$ cat config.mk
export PLATFORM = sky130hd
export DESIGN_NAME = sector_cache_tax_replacement
export DESIGN_NICKNAME = d
export VERILOG_FILES = /design/src/sctr_pkg.sv /design/src/sctr_ram.sv /design/src/sctr_rem.sv /design/src/sector_cache_tax_replacement.sv
export VERILOG_INCLUDE_DIRS = /design/src /design/src/src
export SDC_FILE = /design/constraint.sdc
export NUM_CORES = 2
export LEC_CHECK = 0
export ABC_AREA = 1
export BUFFER_PORTS_ARGS = -buffer_cell sky130_fd_sc_hd__buf_2
export CAP_MARGIN = 10
export CORE_UTILIZATION = 29
export CTS_BUF_LIST = sky130_fd_sc_hd__clkbuf_8
export DETAILED_ROUTE_END_ITERATION = 12
export PLACE_DENSITY_LB_ADDON = 0.25
export SLEW_MARGIN = 10
export SYNTH_ARGS = -nofsm -noshare
export SYNTH_HDL_FRONTEND = slang
export SYNTH_SLANG_ARGS = --single-unit
$ cat constraint.sdc
create_clock -name i_clk -period 15.1 [get_ports i_clk]
set_input_delay 0 -clock i_clk [delete_from_list [all_inputs] [get_ports i_clk]]
set_output_delay 0 -clock i_clk [all_outputs]
set_load 0.02 [all_outputs]
$ cat src/sector_cache_tax_replacement_assert.svh
// Assertion macros for the sector cache RTL.
// No dependencies; included by modules that check their own logic.
`ifndef SECTOR_CACHE_TAX_REPLACEMENT_ASSERT_SVH
`define SECTOR_CACHE_TAX_REPLACEMENT_ASSERT_SVH
`ifndef NO_ASSERTIONS
// Implication or plain property, checked out of reset.
`define SCTR_ASSERT(lbl, clk, rstn, prop) \
    lbl: assert property (@(posedge clk) disable iff (!rstn) prop) \
        else $error("sector cache assertion failed");
// Condition that must never be seen out of reset.
`define SCTR_NEVER(lbl, clk, rstn, cond) \
    lbl: assert property (@(posedge clk) disable iff (!rstn) !(cond)) \
        else $error("sector cache forbidden condition");
`else
`define SCTR_ASSERT(lbl, clk, rstn, prop)
`define SCTR_NEVER(lbl, clk, rstn, cond)
`endif
`endif

$ cat src/sctr_pkg.sv
// Shared types, codes and saturating tax arithmetic for the sector cache.
// No dependencies.
package sctr_pkg;

    localparam int DATA_W = 32;
    localparam int LEN_W  = 4;

    localparam logic [1:0] OP_READ  = 2'd0;
    localparam logic [1:0] OP_ALLOC = 2'd1;
    localparam logic [1:0] OP_WRITE = 2'd2;
    localparam logic [1:0] OP_FLUSH = 2'd3;

    localparam logic [1:0] KIND_FINAL = 2'd0;
    localparam logic [1:0] KIND_WB    = 2'd1;
    localparam logic [1:0] KIND_FILL  = 2'd2;

    localparam logic [1:0] ST_OK    = 2'd0;
    localparam logic [1:0] ST_MISS  = 2'd1;
    localparam logic [1:0] ST_NOSEC = 2'd2;

    localparam logic [31:0] BASE_RST = 32'hFFFF_FFF0;
    localparam logic signed [31:0] MIN_START = 32'sh0FFF_FFFF;

    typedef logic signed [31:0] t_tax;

    typedef struct packed {
        logic [31:0] base;
        t_tax        tax;
        logic        dirty;
    } t_entry;

    localparam t_entry ENTRY_RST = '{base: BASE_RST, tax: 32'sd0, dirty: 1'b0};

    function automatic t_tax tax_add(input t_tax t, input logic signed [32:0] d);
        logic signed [32:0] v;
        v = $signed({t[31], t}) + d;
        if (v > 33'sh0_7FFF_FFFF) begin
            return 32'sh7FFF_FFFF;
        end else if (v < -33'sh0_8000_0000) begin
            return 32'sh8000_0000;
        end
        return v[31:0];
    endfunction

endpackage

$ cat src/sctr_ram.sv
// Generic single-write, single-read RAM with registered read data.
// No dependencies.
module sctr_ram #(
    parameter int WIDTH = 65,
    parameter int DEPTH = 32
) (
    input  logic                     i_clk,
    input  logic                     i_we,
    input  logic [$clog2(DEPTH)-1:0] i_waddr,
    input  logic [WIDTH-1:0]         i_wdata,
    input  logic [$clog2(DEPTH)-1:0] i_raddr,
    output logic [WIDTH-1:0]         o_rdata
);
    logic [WIDTH-1:0] r_mem [DEPTH];

    always_ff @(posedge i_clk) begin
        if (i_we) begin
            r_mem[i_waddr] <= i_wdata;
        end
        o_rdata <= r_mem[i_raddr];
    end
endmodule

$ cat src/sctr_rem.sv
// Remainder of a 32-bit sector number by a constant divisor: byte residues are registered, then the folded remainder.
// Byte residues come from constant tables and a small table folds their sum.
// Depends on sctr_pkg.
module sctr_rem import sctr_pkg::*; #(
    parameter int MAX = 8
) (
    input  logic                       i_clk,
    input  logic                       i_rst_n,
    input  logic                       i_start,
    input  logic [DATA_W-1:0]          i_value,
    output logic                       o_done,
    output logic [$clog2(MAX+1)-1:0]   o_rem
);
    localparam int RW = $clog2(MAX + 1);

    typedef logic [255:0][RW-1:0] t_byte_tab;
    typedef logic [31:0][RW-1:0]  t_fold_tab;

    // Residue of b * 256^k for every byte value b.
    function automatic t_byte_tab byte_tab(input int k);
        t_byte_tab t;
        int        w;
        w = 1 % MAX;
        for (int j = 0; j < k; j++) begin
            w = (w * 256) % MAX;
        end
        for (int b = 0; b < 256; b++) begin
            t[b] = RW'((b * w) % MAX);
        end
        return t;
    endfunction

    // Residue of the sum of four byte residues, at most 28.
    function automatic t_fold_tab fold_tab();
        t_fold_tab t;
        for (int s = 0; s < 32; s++) begin
            t[s] = RW'(s % MAX);
        end
        return t;
    endfunction

    localparam t_byte_tab TAB0 = byte_tab(0);
    localparam t_byte_tab TAB1 = byte_tab(1);
    localparam t_byte_tab TAB2 = byte_tab(2);
    localparam t_byte_tab TAB3 = byte_tab(3);
    localparam t_fold_tab FOLD = fold_tab();

    logic               r_busy;
    logic [3:0][RW-1:0] r_part;
    logic [RW-1:0]      r_rem;
    logic [4:0]         sum;

    assign sum = 5'(r_part[0]) + 5'(r_part[1]) + 5'(r_part[2]) + 5'(r_part[3]);

    always_ff @(posedge i_clk) begin
        if (!i_rst_n) begin
            r_busy <= 1'b0;
        end else if (i_start) begin
            r_busy    <= 1'b1;
            r_part[0] <= TAB0[i_value[7:0]];
            r_part[1] <= TAB1[i_value[15:8]];
            r_part[2] <= TAB2[i_value[23:16]];
            r_part[3] <= TAB3[i_value[31:24]];
        end else if (r_busy) begin
            r_rem  <= FOLD[sum];
            r_busy <= 1'b0;
        end
    end

    assign o_done = !r_busy;
    assign o_rem  = r_rem;
endmodule

$ cat src/sector_cache_tax_replacement.sv
// Top level of the sector cache tag and replacement engine.
// Depends on sctr_pkg, sctr_ram, sctr_rem and the assertion macro header.
//
//  channel  | handshake                  | payload
//  ---------+----------------------------+---------------------------------------
//  command  | i_start / o_busy           | i_op, i_sector
//  result   | o_valid (strobe, no stall) | o_kind .. o_last
//  config   | i_cfg_valid / o_cfg_ready  | i_cfg_data (slot_shift)
//
// Read, alloc, write and nonempty flush sweep the slot RAM one slot per cycle, then
// strobe the final result. A miss passes a victim update state, then a writeback
// request state if the victim is dirty and a fill request state on a read.
// Flush writebacks strobe during the sweep; an empty flush skips the sweep.
// o_busy drops with the final result. Synchronous active-low reset clears control
// state and valid bits; RAM contents are ignored until written. No receiver stall.
`include "sector_cache_tax_replacement_assert.svh"
module sector_cache_tax_replacement import sctr_pkg::*; #(
    parameter int SLOTS                = 32,
    parameter int MAX_SECTORS_PER_SLOT = 8
) (
    input  logic        i_clk,
    input  logic        i_rst_n,
    input  logic        i_start,
    output logic        o_busy,
    input  logic [1:0]  i_op,
    input  logic [31:0] i_sector,
    input  logic        i_cfg_valid,
    output logic        o_cfg_ready,
    input  logic [1:0]  i_cfg_data,
    output logic        o_valid,
    output logic [1:0]  o_kind,
    output logic [1:0]  o_status,
    output logic [31:0] o_disk_sector,
    output logic [4:0]  o_slot_number,
    output logic [7:0]  o_buffer_index,
    output logic [5:0]  o_flush_count,
    output logic [31:0] o_access_total,
    output logic [31:0] o_hit_total,
    output logic        o_last
);
    localparam int IW = $clog2(SLOTS);
    localparam int RW = $clog2(MAX_SECTORS_PER_SLOT + 1);
    localparam int EW = $bits(t_entry);

    typedef enum logic [2:0] {S_IDLE, S_SCAN, S_WAIT, S_WB, S_FILL, S_FIN} t_state;

    t_state      r_state;
    logic [1:0]  r_op;
    logic [31:0] r_sector;
    logic [1:0]  r_shift;
    logic [31:0] r_acc, r_hits, r_pend;
    logic [SLOTS-1:0] r_written, r_alloc;
    logic        r_issue, r_pv;
    logic [IW-1:0] r_ridx, r_pidx;
    logic        r_hit;
    logic [IW-1:0] r_hidx, r_vidx;
    logic [31:0] r_hbase, r_vbase;
    t_tax        r_htax, r_vtax, r_vmin;
    logic        r_vdirty;
    logic [5:0]  r_fcnt;

    logic        accept;
    logic [EW-1:0] ram_rdata;
    logic        ram_we;
    logic [IW-1:0] ram_wa;
    t_entry      ram_wd, cur;
    logic [LEN_W-1:0] pow, maxl, lw, rem_l;
    logic        use_mask, match, scan_last, rem_done;
    logic [31:0] diff, aligned;
    t_tax        t_hit0, nt;
    logic [RW-1:0] rem_u;

    assign accept      = i_start && (r_state == S_IDLE);
    assign o_busy      = (r_state != S_IDLE);
    assign o_cfg_ready = (r_state == S_IDLE);
    assign o_access_total = r_acc;
    assign o_hit_total    = r_hits;

    // Sectors per slot: a power of two capped by the parameter.
    assign pow      = LEN_W'(1) << r_shift;
    assign maxl     = LEN_W'(MAX_SECTORS_PER_SLOT);
    assign use_mask = (pow <= maxl);
    assign lw       = use_mask ? pow : maxl;
    assign rem_l    = use_mask ? (r_sector[LEN_W-1:0] & (pow - LEN_W'(1))) : LEN_W'(rem_u);
    assign aligned  = r_sector - 32'(rem_l);

    sctr_ram #(.WIDTH(EW), .DEPTH(SLOTS)) u_ram (
        .i_clk   (i_clk),
        .i_we    (ram_we),
        .i_waddr (ram_wa),
        .i_wdata (ram_wd),
        .i_raddr (r_ridx),
        .o_rdata (ram_rdata)
    );

    sctr_rem #(.MAX(MAX_SECTORS_PER_SLOT)) u_rem (
        .i_clk   (i_clk),
        .i_rst_n (i_rst_n),
        .i_start (accept && (i_op == OP_READ || i_op == OP_ALLOC)),
        .i_value (i_sector),
        .o_done  (rem_done),
        .o_rem   (rem_u)
    );

    // Slot under inspection; never-written entries read as their reset value.
    always_comb begin
        cur       = r_written[r_pidx] ? t_entry'(ram_rdata) : ENTRY_RST;
        diff      = r_sector - cur.base;
        match     = r_alloc[r_pidx] && (diff < 32'(lw));
        scan_last = r_pv && (r_pidx == IW'(SLOTS - 1));
        t_hit0    = (cur.tax < 0) ? 32'sd0 : cur.tax;
        nt        = match ? tax_add(tax_add(t_hit0, 33'sd2), -33'sd1)
                          : tax_add(cur.tax, -33'sd1);
    end

    // Write-back port: scan updates, victim rebase, write mark.
    always_comb begin
        ram_we = 1'b0;
        ram_wa = r_pidx;
        ram_wd = cur;
        case (r_state)
            S_SCAN: begin
                if (r_pv && (r_op == OP_READ || r_op == OP_ALLOC)) begin
                    ram_we     = 1'b1;
                    ram_wd.tax = nt;
                end else if (r_pv && r_op == OP_FLUSH && cur.dirty) begin
                    ram_we       = 1'b1;
                    ram_wd.dirty = 1'b0;
                end
            end
            S_WAIT: begin
                ram_wa = r_vidx;
                ram_wd = '{base: aligned, tax: tax_add(r_vtax, 33'sd2), dirty: 1'b0};
                ram_we = rem_done;
            end
            S_FIN: begin
                ram_wa = r_hidx;
                ram_wd = '{base: r_hbase, tax: tax_add(r_htax, 33'sd2), dirty: 1'b1};
                ram_we = (r_op == OP_WRITE) && r_hit;
            end
            default: ram_we = 1'b0;
        endcase
    end

    always_ff @(posedge i_clk) begin
        if (!i_rst_n) begin
            r_state   <= S_IDLE;
            r_shift   <= 2'd3;
            r_acc     <= '0;
            r_hits    <= '0;
            r_pend    <= '0;
            r_written <= '0;
            r_alloc   <= '0;
            r_issue   <= 1'b0;
            r_pv      <= 1'b0;
            r_fcnt    <= '0;
            o_valid   <= 1'b0;
        end else begin
            o_valid <= 1'b0;
            if (i_cfg_valid && o_cfg_ready) begin
                r_shift <= i_cfg_data;
            end
            if (ram_we) begin
                r_written[ram_wa] <= 1'b1;
            end
            // Advance the read sweep; data returns in the next cycle, alongside r_pv and r_pidx.
            r_pv   <= r_issue;
            r_pidx <= r_ridx;
            if (r_issue) begin
                r_ridx <= r_ridx + IW'(1);
                if (r_ridx == IW'(SLOTS - 1)) begin
                    r_issue <= 1'b0;
                end
            end
            case (r_state)
                S_IDLE: begin
                    if (accept) begin
                        r_op     <= i_op;
                        r_sector <= i_sector;
                        r_hit    <= 1'b0;
                        r_vmin   <= MIN_START;
                        r_fcnt   <= '0;
                        if (i_op == OP_READ) begin
                            r_acc <= r_acc + 32'd1;
                        end
                        if (i_op == OP_FLUSH && r_pend == '0) begin
                            r_state <= S_FIN;
                        end else begin
                            r_issue <= 1'b1;
                            r_ridx  <= '0;
                            r_state <= S_SCAN;
                        end
                    end
                end
                S_SCAN: begin
                    if (r_pv) begin
                        case (r_op)
                            OP_READ, OP_ALLOC: begin
                                if (match) begin
                                    r_hit   <= 1'b1;
                                    r_hidx  <= r_pidx;
                                    r_hbase <= cur.base;
                                end
                                // First lowest tax wins; slot 0 by default.
                                if (nt < r_vmin || r_pidx == '0) begin
                                    r_vidx   <= r_pidx;
                                    r_vtax   <= nt;
                                    r_vdirty <= cur.dirty;
                                    r_vbase  <= cur.base;
                                end
                                if (nt < r_vmin) begin
                                    r_vmin <= nt;
                                end
                            end
                            OP_WRITE: begin
                                if (match && !r_hit) begin
                                    r_hit   <= 1'b1;
                                    r_hidx  <= r_pidx;
                                    r_hbase <= cur.base;
                                    r_htax  <= cur.tax;
                                end
                            end
                            default: begin
                                if (cur.dirty) begin
                                    o_valid        <= 1'b1;
                                    o_kind         <= KIND_WB;
                                    o_status       <= ST_OK;
                                    o_disk_sector  <= cur.base;
                                    o_slot_number  <= 5'(r_pidx);
                                    o_buffer_index <= '0;
                                    o_flush_count  <= '0;
                                    o_last         <= 1'b0;
                                    r_fcnt         <= r_fcnt + 6'd1;
                                end
                            end
                        endcase
                        if (scan_last) begin
                            if (r_op == OP_READ || r_op == OP_ALLOC) begin
                                if (r_hit || match) begin
                                    if (r_op == OP_READ) begin
                                        r_hits <= r_hits + 32'd1;
                                    end
                                    r_state <= S_FIN;
                                end else begin
                                    r_state <= S_WAIT;
                                end
                            end else begin
                                r_state <= S_FIN;
                            end
                        end
                    end
                end
                S_WAIT: begin
                    if (rem_done) begin
                        r_alloc[r_vidx] <= 1'b1;
                        if (r_vdirty) begin
                            r_state <= S_WB;
                        end else if (r_op == OP_READ) begin
                            r_state <= S_FILL;
                        end else begin
                            r_state <= S_FIN;
                        end
                    end
                end
                S_WB: begin
                    o_valid        <= 1'b1;
                    o_kind         <= KIND_WB;
                    o_status       <= ST_OK;
                    o_disk_sector  <= r_vbase;
                    o_slot_number  <= 5'(r_vidx);
                    o_buffer_index <= '0;
                    o_flush_count  <= '0;
                    o_last         <= 1'b0;
                    r_state        <= (r_op == OP_READ) ? S_FILL : S_FIN;
                end
                S_FILL: begin
                    o_valid        <= 1'b1;
                    o_kind         <= KIND_FILL;
                    o_status       <= ST_OK;
                    o_disk_sector  <= aligned;
                    o_slot_number  <= 5'(r_vidx);
                    o_buffer_index <= '0;
                    o_flush_count  <= '0;
                    o_last         <= 1'b0;
                    r_state        <= S_FIN;
                end
                S_FIN: begin
                    o_valid        <= 1'b1;
                    o_kind         <= KIND_FINAL;
                    o_status       <= ST_OK;
                    o_disk_sector  <= '0;
                    o_slot_number  <= '0;
                    o_buffer_index <= '0;
                    o_flush_count  <= '0;
                    o_last         <= 1'b1;
                    case (r_op)
                        OP_FLUSH: begin
                            o_flush_count <= r_fcnt;
                            r_pend        <= '0;
                        end
                        OP_WRITE: begin
                            if (r_hit) begin
                                o_slot_number <= 5'(r_hidx);
                                r_pend        <= r_pend + 32'd1;
                            end else begin
                                o_status <= ST_NOSEC;
                            end
                        end
                        default: begin
                            if (r_hit) begin
                                o_slot_number  <= 5'(r_hidx);
                                o_buffer_index <= 8'(8'(r_hidx) * 8'(lw))
                                                  + 8'(r_sector - r_hbase);
                            end else begin
                                o_status       <= ST_MISS;
                                o_slot_number  <= 5'(r_vidx);
                                o_buffer_index <= 8'(8'(r_vidx) * 8'(lw)) + 8'(rem_l);
                            end
                        end
                    endcase
                    r_state <= S_IDLE;
                end
                default: r_state <= S_IDLE;
            endcase
        end
    end

    `SCTR_NEVER(a_idle_no_sweep, i_clk, i_rst_n, (!o_busy) && r_issue)
    `SCTR_ASSERT(a_last_gap, i_clk, i_rst_n, (o_valid && o_last) |=> !o_valid)
    `SCTR_ASSERT(a_pv_in_scan, i_clk, i_rst_n, r_pv |-> (r_state == S_SCAN))
    `SCTR_ASSERT(a_flush_bound, i_clk, i_rst_n, (r_fcnt <= 6'(SLOTS)))
endmodule

==> Yosys cells after proc, flatten, opt, wreduce, memory -nomap -nowiden <==
Memory sizes are Yosys's and may differ from the RTL's. A register that Yosys moved wholly into a read port is not among the register bits.
Cells that the tools add are included.
{ "op_classes": {"addsub": 19, "n_mul": 2, "div": 0, "magnitude_cmp": 19, "n_eq_ne": 26, "n_shift": 1, "muxes": 136, "bitwise_logic": 5, "reduce_logical": 51} }
{ "ops": {"columns": ["operator", "n"], "rows": [
  ["32-bit two-way mux", 28],
  ["32-bit one-hot mux with 2 select lines", 4],
  ["33-bit by 32-bit greater-than comparator with 1-bit output, second input constant", 5],
  ["33-bit by 32-bit < comparator with 1-bit output, second input constant", 5],
  ["32-bit one-hot mux with 4 select lines", 1],
  ["32-bit by 3-bit adder with 33-bit output, second input constant", 3],
  ["33-bit one-hot mux with 3 select lines", 1],
  ["32-bit by 1-bit adder with 32-bit output, second input constant", 3],
  ["32-bit by 1-bit adder with 33-bit output, second input constant", 2],
  ["65-bit two-way mux", 1],
  ["32-bit OR", 2],
  ["5-bit two-way mux", 11],
  ["6-bit two-way mux", 8],
  ["1-bit two-way mux", 40],
  ["8-bit two-way mux", 5],
  ["32-bit zero test", 1],
  ["32-bit by 1-bit < comparator with 1-bit output, second input constant", 1],
  ["32-bit < comparator", 1],
  ["32-bit by 4-bit < comparator with 1-bit output", 1],
  ["32-bit subtractor", 1],
  ["32-bit by 4-bit subtractor with 32-bit output", 1],
  ["5-bit one-hot mux with 2 select lines", 3],
  ["5-bit AND reduction", 5],
  ["3-bit two-way mux", 8],
  ["other kinds (55)", 118]
]} }
{ "word_totals": {"reg_bits": 447, "latch_bits": 0, "ram_bits": 2080, "romBits": 4224, "inputBits": 40, "word_cells": 297, "n_memories": 6} }
{ "mem_list": {"columns": ["memory", "words", "word_bits", "read_ports", "rd_clocked_by_memory_dff", "write_ports", "line_no", "rtl"], "rows": [
  ["u_ram.r_mem", 32, 65, 1, 1, 1, "sctr_ram.sv:14", "logic [WIDTH-1:0] r_mem [DEPTH];"],
  ["(no name shown)", 256, 4, 1, 1, 0, "sctr_rem.sv:61", "r_part[1] <= TAB1[i_value[15:8]];"],
  ["(no name shown)", 256, 4, 1, 1, 0, "sctr_rem.sv:60", "r_part[0] <= TAB0[i_value[7:0]];"],
  ["(no name shown)", 256, 4, 1, 1, 0, "sctr_rem.sv:62", "r_part[2] <= TAB2[i_value[23:16]];"],
  ["(no name shown)", 256, 4, 1, 1, 0, "sctr_rem.sv:63", "r_part[3] <= TAB3[i_value[31:24]];"],
  ["(no name shown)", 32, 4, 1, 1, 0, "sctr_rem.sv:65", "r_rem <= FOLD[sum];"]
]} }

==> Longest topological paths before layout <==
{ "logic_depth": {"ltp_word": 21, "mapped_depth": 69} }

==> Hierarchy <==
A second synthesis with hierarchy kept.
{ "hier_totals": {"hier_cells": 10963, "hier_area_um2": 115056.6} }
{ "by_module_without_submodules": {"columns": ["mod", "n_inst", "cells_each", "area_each_um2", "seq_area_each_um2"], "rows": [
  ["sctr_ram", 1, 6866, 84659.9, 63761.2],
  ["sector_cache_tax_replacement", 1, 4082, 30160.2, 11651.2],
  ["sctr_rem", 1, 15, 236.5, 200.2]
]} }

==> Worst setup path before layout <==
No wires, ideal clock.
{ "synth_timing": {"path_kind": "flip-flop to flip-flop", "from": "register r_pidx[1]", "to": "register r_vbase[0], enable pin", "setup_time_ns": 0.424, "arrival_ns": 8.191, "t_required_ns": 14.676, "setup_slack_ns": 6.485, "path_stages_with_launch": 49, "n_path_buf": 5, "period_less_slack_ns": 8.615, "cell_sequence": "edfxtp_1 inv_2 buf_2 nand3_1 nand3_1 nand2_1 nor2_1 nand2_2 buf_6 nand2_8 buf_6 clkbuf_1 clkbuf_1 nor2_1 ha_1 nand2_1 inv_1 a21oi_1 [13 not listed] nor2_1 nand4_1 nand2_1 inv_1 nand2_1 inv_1 a21oi_1 inv_1 ha_1 nand2_1 nor2_1 a211oi_1 o221ai_1 a221oi_1 nand3_1 nand3_1 nand2_1 inv_1"} }
{ "synth_between": {"elab_chain_len": 19} }
{ "synth_lines": {"columns": ["element", "line_no", "rtl"], "rows": [
  ["start, declared", "sector_cache_tax_replacement.sv:54", "logic [IW-1:0] r_ridx, r_pidx;"],
  ["start signal, assigned", "sector_cache_tax_replacement.sv:168", "r_pidx <= r_ridx;"],
  ["1-bit binary-select mux with 5-bit select", "sector_cache_tax_replacement.sv:107", "cur = r_written[r_pidx] ? t_entry'(ram_rdata) : ENTRY_RST;"],
  ["1-bit two-way mux (not written as such)", "sector_cache_tax_replacement.sv:107", null],
  ["65-bit two-way mux", "sector_cache_tax_replacement.sv:107", null],
  ["32-bit by 1-bit < comparator with 1-bit output", "sector_cache_tax_replacement.sv:111", "t_hit0 = (cur.tax < 0) ? 32'sd0 : cur.tax;"],
  ["32-bit two-way mux", "sector_cache_tax_replacement.sv:111", null],
  ["32-bit by 3-bit adder with 33-bit output", "sctr_pkg.sv:36", "v = $signed({t[31], t}) + d;"],
  ["33-bit by 32-bit < comparator with 1-bit output", "sctr_pkg.sv:39", "end else if (v < -33'sh0_8000_0000) begin"],
  ["1-bit two-way mux", "sctr_pkg.sv:39", null],
  ["[4 not listed]", null, null],
  ["1-bit two-way mux", "sctr_pkg.sv:39", null],
  ["1-bit two-way mux", "sctr_pkg.sv:37", "if (v > 33'sh0_7FFF_FFFF) begin"],
  ["32-bit two-way mux", "sctr_pkg.sv:42", "return v[31:0];"],
  ["32-bit two-way mux (*)", "sector_cache_tax_replacement.sv:112", "nt = match ? tax_add(tax_add(t_hit0, 33'sd2), -33'sd1)"],
  ["net nt[19]", "sector_cache_tax_replacement.sv:70", "t_tax t_hit0, nt;"],
  ["32-bit < comparator (*)", "sector_cache_tax_replacement.sv:205", "if (nt < r_vmin || r_pidx == '0) begin"],
  ["1-bit logical OR (*)", "sector_cache_tax_replacement.sv:205", null],
  ["5-bit AND reduction (no source line) (*)", null, null],
  ["end signal, assigned", "sector_cache_tax_replacement.sv:209", "r_vbase <= cur.base;"],
  ["end, declared", "sector_cache_tax_replacement.sv:57", "logic [31:0] r_hbase, r_vbase;"]
]} }
Mark *: on every way through the listed nets, which the timed path passes. The rest lies on a longest branch. The select of a mux whose other input is x is not followed.
A chain may end at the register's enable or synchronous reset.

==> impl_metrics.env <==
export IMPL_status="completed"
export IMPL_track_usage=0.1952
export IMPL_arrival_ps=11670
export IMPL_clockBufferDepth=4
export IMPL_ios=163
export IMPL_grt_pass1_vias=78670
export IMPL_synth_largest_area_cell="edfxtp_1"
export IMPL_setup_tns_ps=0
export IMPL_netlist_area_um2=111800
export IMPL_synth_cells=9874
export IMPL_slew_viol_final=0
export IMPL_drtIter0Drc=8185
export IMPL_crit_reg2reg_capture="r_vbase[21]$_DFFE_PP_"
export IMPL_synthTopCellsByArea="edfxtp_1 63%, nor2_1 5.8%, o21ai_0 5.5%"
export IMPL_ant_nets=0
export IMPL_ys_warn_count=0
export IMPL_clk_latency_ps=1150
export IMPL_setup_slack_ps=4100
export IMPL_hp_class="primary input to register"
export IMPL_rows=227
export IMPL_layout_drive_gt1_share=0.1037
export IMPL_grt_pass1_wl_mm=561.4
export IMPL_coreArea_um2=382900
export IMPL_synth_top_area_frac=0.6336
export IMPL_dr_wl_met3_mm=27.38
export IMPL_finalSetupViolCount=0
export IMPL_post_cts_resized=0
export IMPL_antenna_found_initial=21
export IMPL_wl_met1_mm=175.6
export IMPL_syn_area_per_cell_um2=11.32
export IMPL_nets=10410
export IMPL_cp_top_family="simple AND/OR/NAND/NOR gates"
export IMPL_syn_nets=10060
export IMPL_yosys_top_cells_count="2358 x edfxtp_1, 1726 x nor2_1, 1231 x o21ai_0"
export IMPL_drc=0
export IMPL_rrSetupSlack_ps=4100
export IMPL_synth_edff_count=2358
export IMPL_ff_latch_area_um2=75610
export IMPL_multiInputGateArea_um2=32190
export IMPL_min_from="i_start"
export IMPL_routed_wl_mm=394.8
export IMPL_dr_total_vias=81670
export IMPL_cts_sinks=2598
export IMPL_fin_skew_ps=130.7
export IMPL_vias_per_cell=5.224
export IMPL_cap_violations=0
export IMPL_routabilityCongestion=0.9143
export IMPL_die_w_um=622.8
export IMPL_finalCritPeriodShare=0.7285
export IMPL_h_tree_depth=5
export IMPL_routedWlPerCell_um=25.25
export IMPL_synth_cell_types=68
export IMPL_p_leak_nw=43.94
export IMPL_cp_max_fo=44
export IMPL_ir_drop_mv=0.1094
export IMPL_yosys_most_used_dff="edfxtp_1"
export IMPL_synth_seq_area_share=0.6766
export IMPL_tightest_slew_ps=1262
export IMPL_whs_path_depth=8
export IMPL_grt_max_degree=188
export IMPL_post_route_min_period_ps=11000
export IMPL_critical_path_max_stage_delay_ps=790
export IMPL_crit_path_end_kind="register"
export IMPL_relSlewSlack=0.1565
export IMPL_whs_endpoint="r_state[2]$_SDFFE_PN0P_"
export IMPL_yosysMostFrequentCell="edfxtp_1"
export IMPL_dieArea_um2=387900
export IMPL_die_h_um=622.8
export IMPL_powerDensity_nw_per_um2=163.4
export IMPL_worst_setup_path_type="register to register"
export IMPL_timing_hold_ws_ps=126.2
export IMPL_cts_tree="yes"
export IMPL_syn_to_final_growth_pct=14.55
export IMPL_met2RoutedLength_mm=181.7
export IMPL_num_fill_cells=38280
export IMPL_cts_buffers=434
export IMPL_initial_utilization=0.2919
export IMPL_critical_path_slowest_cell="edfxtp_1"
export IMPL_hold_viol=0
export IMPL_portBuffers=162
export IMPL_dr_pass1_iters=6
export IMPL_highest_layer="met5"
export IMPL_grt_overflow=0
export IMPL_synth_seq_cells=2598
export IMPL_rsz0062_at_grt="false"
export IMPL_ys_async_sr_fraction=0
export IMPL_reg2regPathDepth=56
export IMPL_max_freq_mhz=90.91
export IMPL_worstReg2RegStart="r_pidx[1]$_DFFE_PP_"
export IMPL_post_cts_buffers=0
export IMPL_cts_root_buffer_cell="clkbuf_8"
export IMPL_clk_pin_slew_ps=60
export IMPL_cp_common_cell="nand2_1"
export IMPL_pre_cts_ws_ps=4062
export IMPL_required_ps=15770
export IMPL_path_buf_inv=7
export IMPL_start_kind="register"
export IMPL_hpwl_mm=229.7
[layer usage]
layer / vias up / GRT usage
met4: 2 / 0.04832
met1: 41250 / 0.2764
li1: 36430 / -
met2: 3401 / 0.3149
met5: - / 0
met3: 588 / 0.02685
[worst reg2reg max path: cells and delay by family, from the launching register on]
family | cells | cell delay (ps)
compound gates | 4 | 870
xor+xnor | 1 | 330
buf+inv | 7 | 1940
fa+ha+maj | 3 | 700
simple gates | 41 | 5890
flops | 1 | 790
[stage by stage]
| step | instance area (um2) | total power, mW | cells | utilization |
|---|---|---|---|---|
| 4_1_cts | 127900 | 21.00 | 15620 | 0.3341 |
| 6_report | 128000 | 20.92 | 15630 | 0.3344 |
| 5_1_grt | 128000 | 21.85 | 15630 | 0.3343 |
| 3_3_place_gp | 119000 | 14.99 | 14750 | 0.3107 |
| 2_1_floorplan | 111800 | 12.62 | 9874 | - |
| 3_5_place_dp | 119000 | 15.04 | 14750 | 0.3107 |
[area by class of cell]
cell class | instances | share of cell area
inverter | 623 | 0.01858
tap | 5038 | 0.04924
antenna | 10 | 0.0001955
clock inverter | 320 | 0.01321
multi-input combinational | 6122 | 0.2515
timing repair buffer | 451 | 0.02615
sequential | 2598 | 0.5906
clock buffer | 470 | 0.05053
[cells by family (layout without fill, tap and decap cells)]
group | count (synthesis) | in the layout | synth area share
AND/OR/NAND/NOR | 3443 | 3443 | 0.1288
flip-flops | 2598 | 2598 | 0.6766
AO/OA/AOI/OAI | 2365 | 2365 | 0.1237
buffers and inverters | 1154 | 1864 | 0.03950
XOR/XNOR | 170 | 170 | 0.01332
adder cells (fa/ha/maj) | 144 | 144 | 0.01814
other | 0 | 10 | 0
[registers in the layout, indices dropped and copies added, names as in the netlist, 8 cells and up]
| name | count |
|---|---|
| u_ram.r_mem | 2080 |
| u_ram.o_rdata | 65 |
| o_access_total | 32 |
| o_disk_sector | 32 |
| o_hit_total | 32 |
| r_alloc | 32 |
| r_hbase | 32 |
| r_htax | 32 |
| r_pend | 32 |
| r_sector | 32 |
| r_vbase | 32 |
| r_vmin | 32 |
| r_vtax | 32 |
| r_written | 32 |
| o_buffer_index | 8 |
[worst max path at each step]
stage	startpoint	end	slack, ps	cells after the start
after CTS	r_pidx[1]$_DFFE_PP_	r_vbase[17]$_DFFE_PP_	4050	56
after global routing	r_pidx[1]$_DFFE_PP_	r_vbase[17]$_DFFE_PP_	2990	59
final	r_pidx[1]$_DFFE_PP_	r_vbase[21]$_DFFE_PP_	4100	56
after detailed placement	r_pidx[1]$_DFFE_PP_	r_vbase[21]$_DFFE_PP_	4060	56
after global placement	r_pidx[1]$_DFFE_PP_	r_vbase[30]$_DFFE_PP_	4120	59
after floorplan	r_pidx[1]$_DFFE_PP_	r_vbase[0]$_DFFE_PP_	6490	48
[repair_timing]
action,in CTS,in global routing
hold buffers,80,0
hold endpoints to repair,177,0
setup endpoints to repair,0,0
[layout by cell type, fill, tap and decap left out, types with 80 or more instances in the layout]
master	synthesis	final
ha_1	114	114
nand4_1	93	93
nand2_1	1019	1017
o22ai_1	353	353
nor2_1	1726	1687
nand3_1	315	315
o221ai_1	187	179
o21ai_0	1231	1229
dfxtp_1	240	240
buf_4	5	194
xor2_1	118	118
buf_2	6	162
nor3_1	124	122
clkbuf_8	0	471
edfxtp_1	2358	2358
inv_1	596	763
a21oi_1	317	314
dlygate4sd3_1	0	80
[report_power, final]
part,switching [mW],internal (mW),leakage (nW)
combinational,4.39,1.42,15.9
clock,2.92,3.00,4.80
sequential,0.239,8.94,23.2
total,7.55,13.4,43.9
Power figures use the tool's default switching activity.
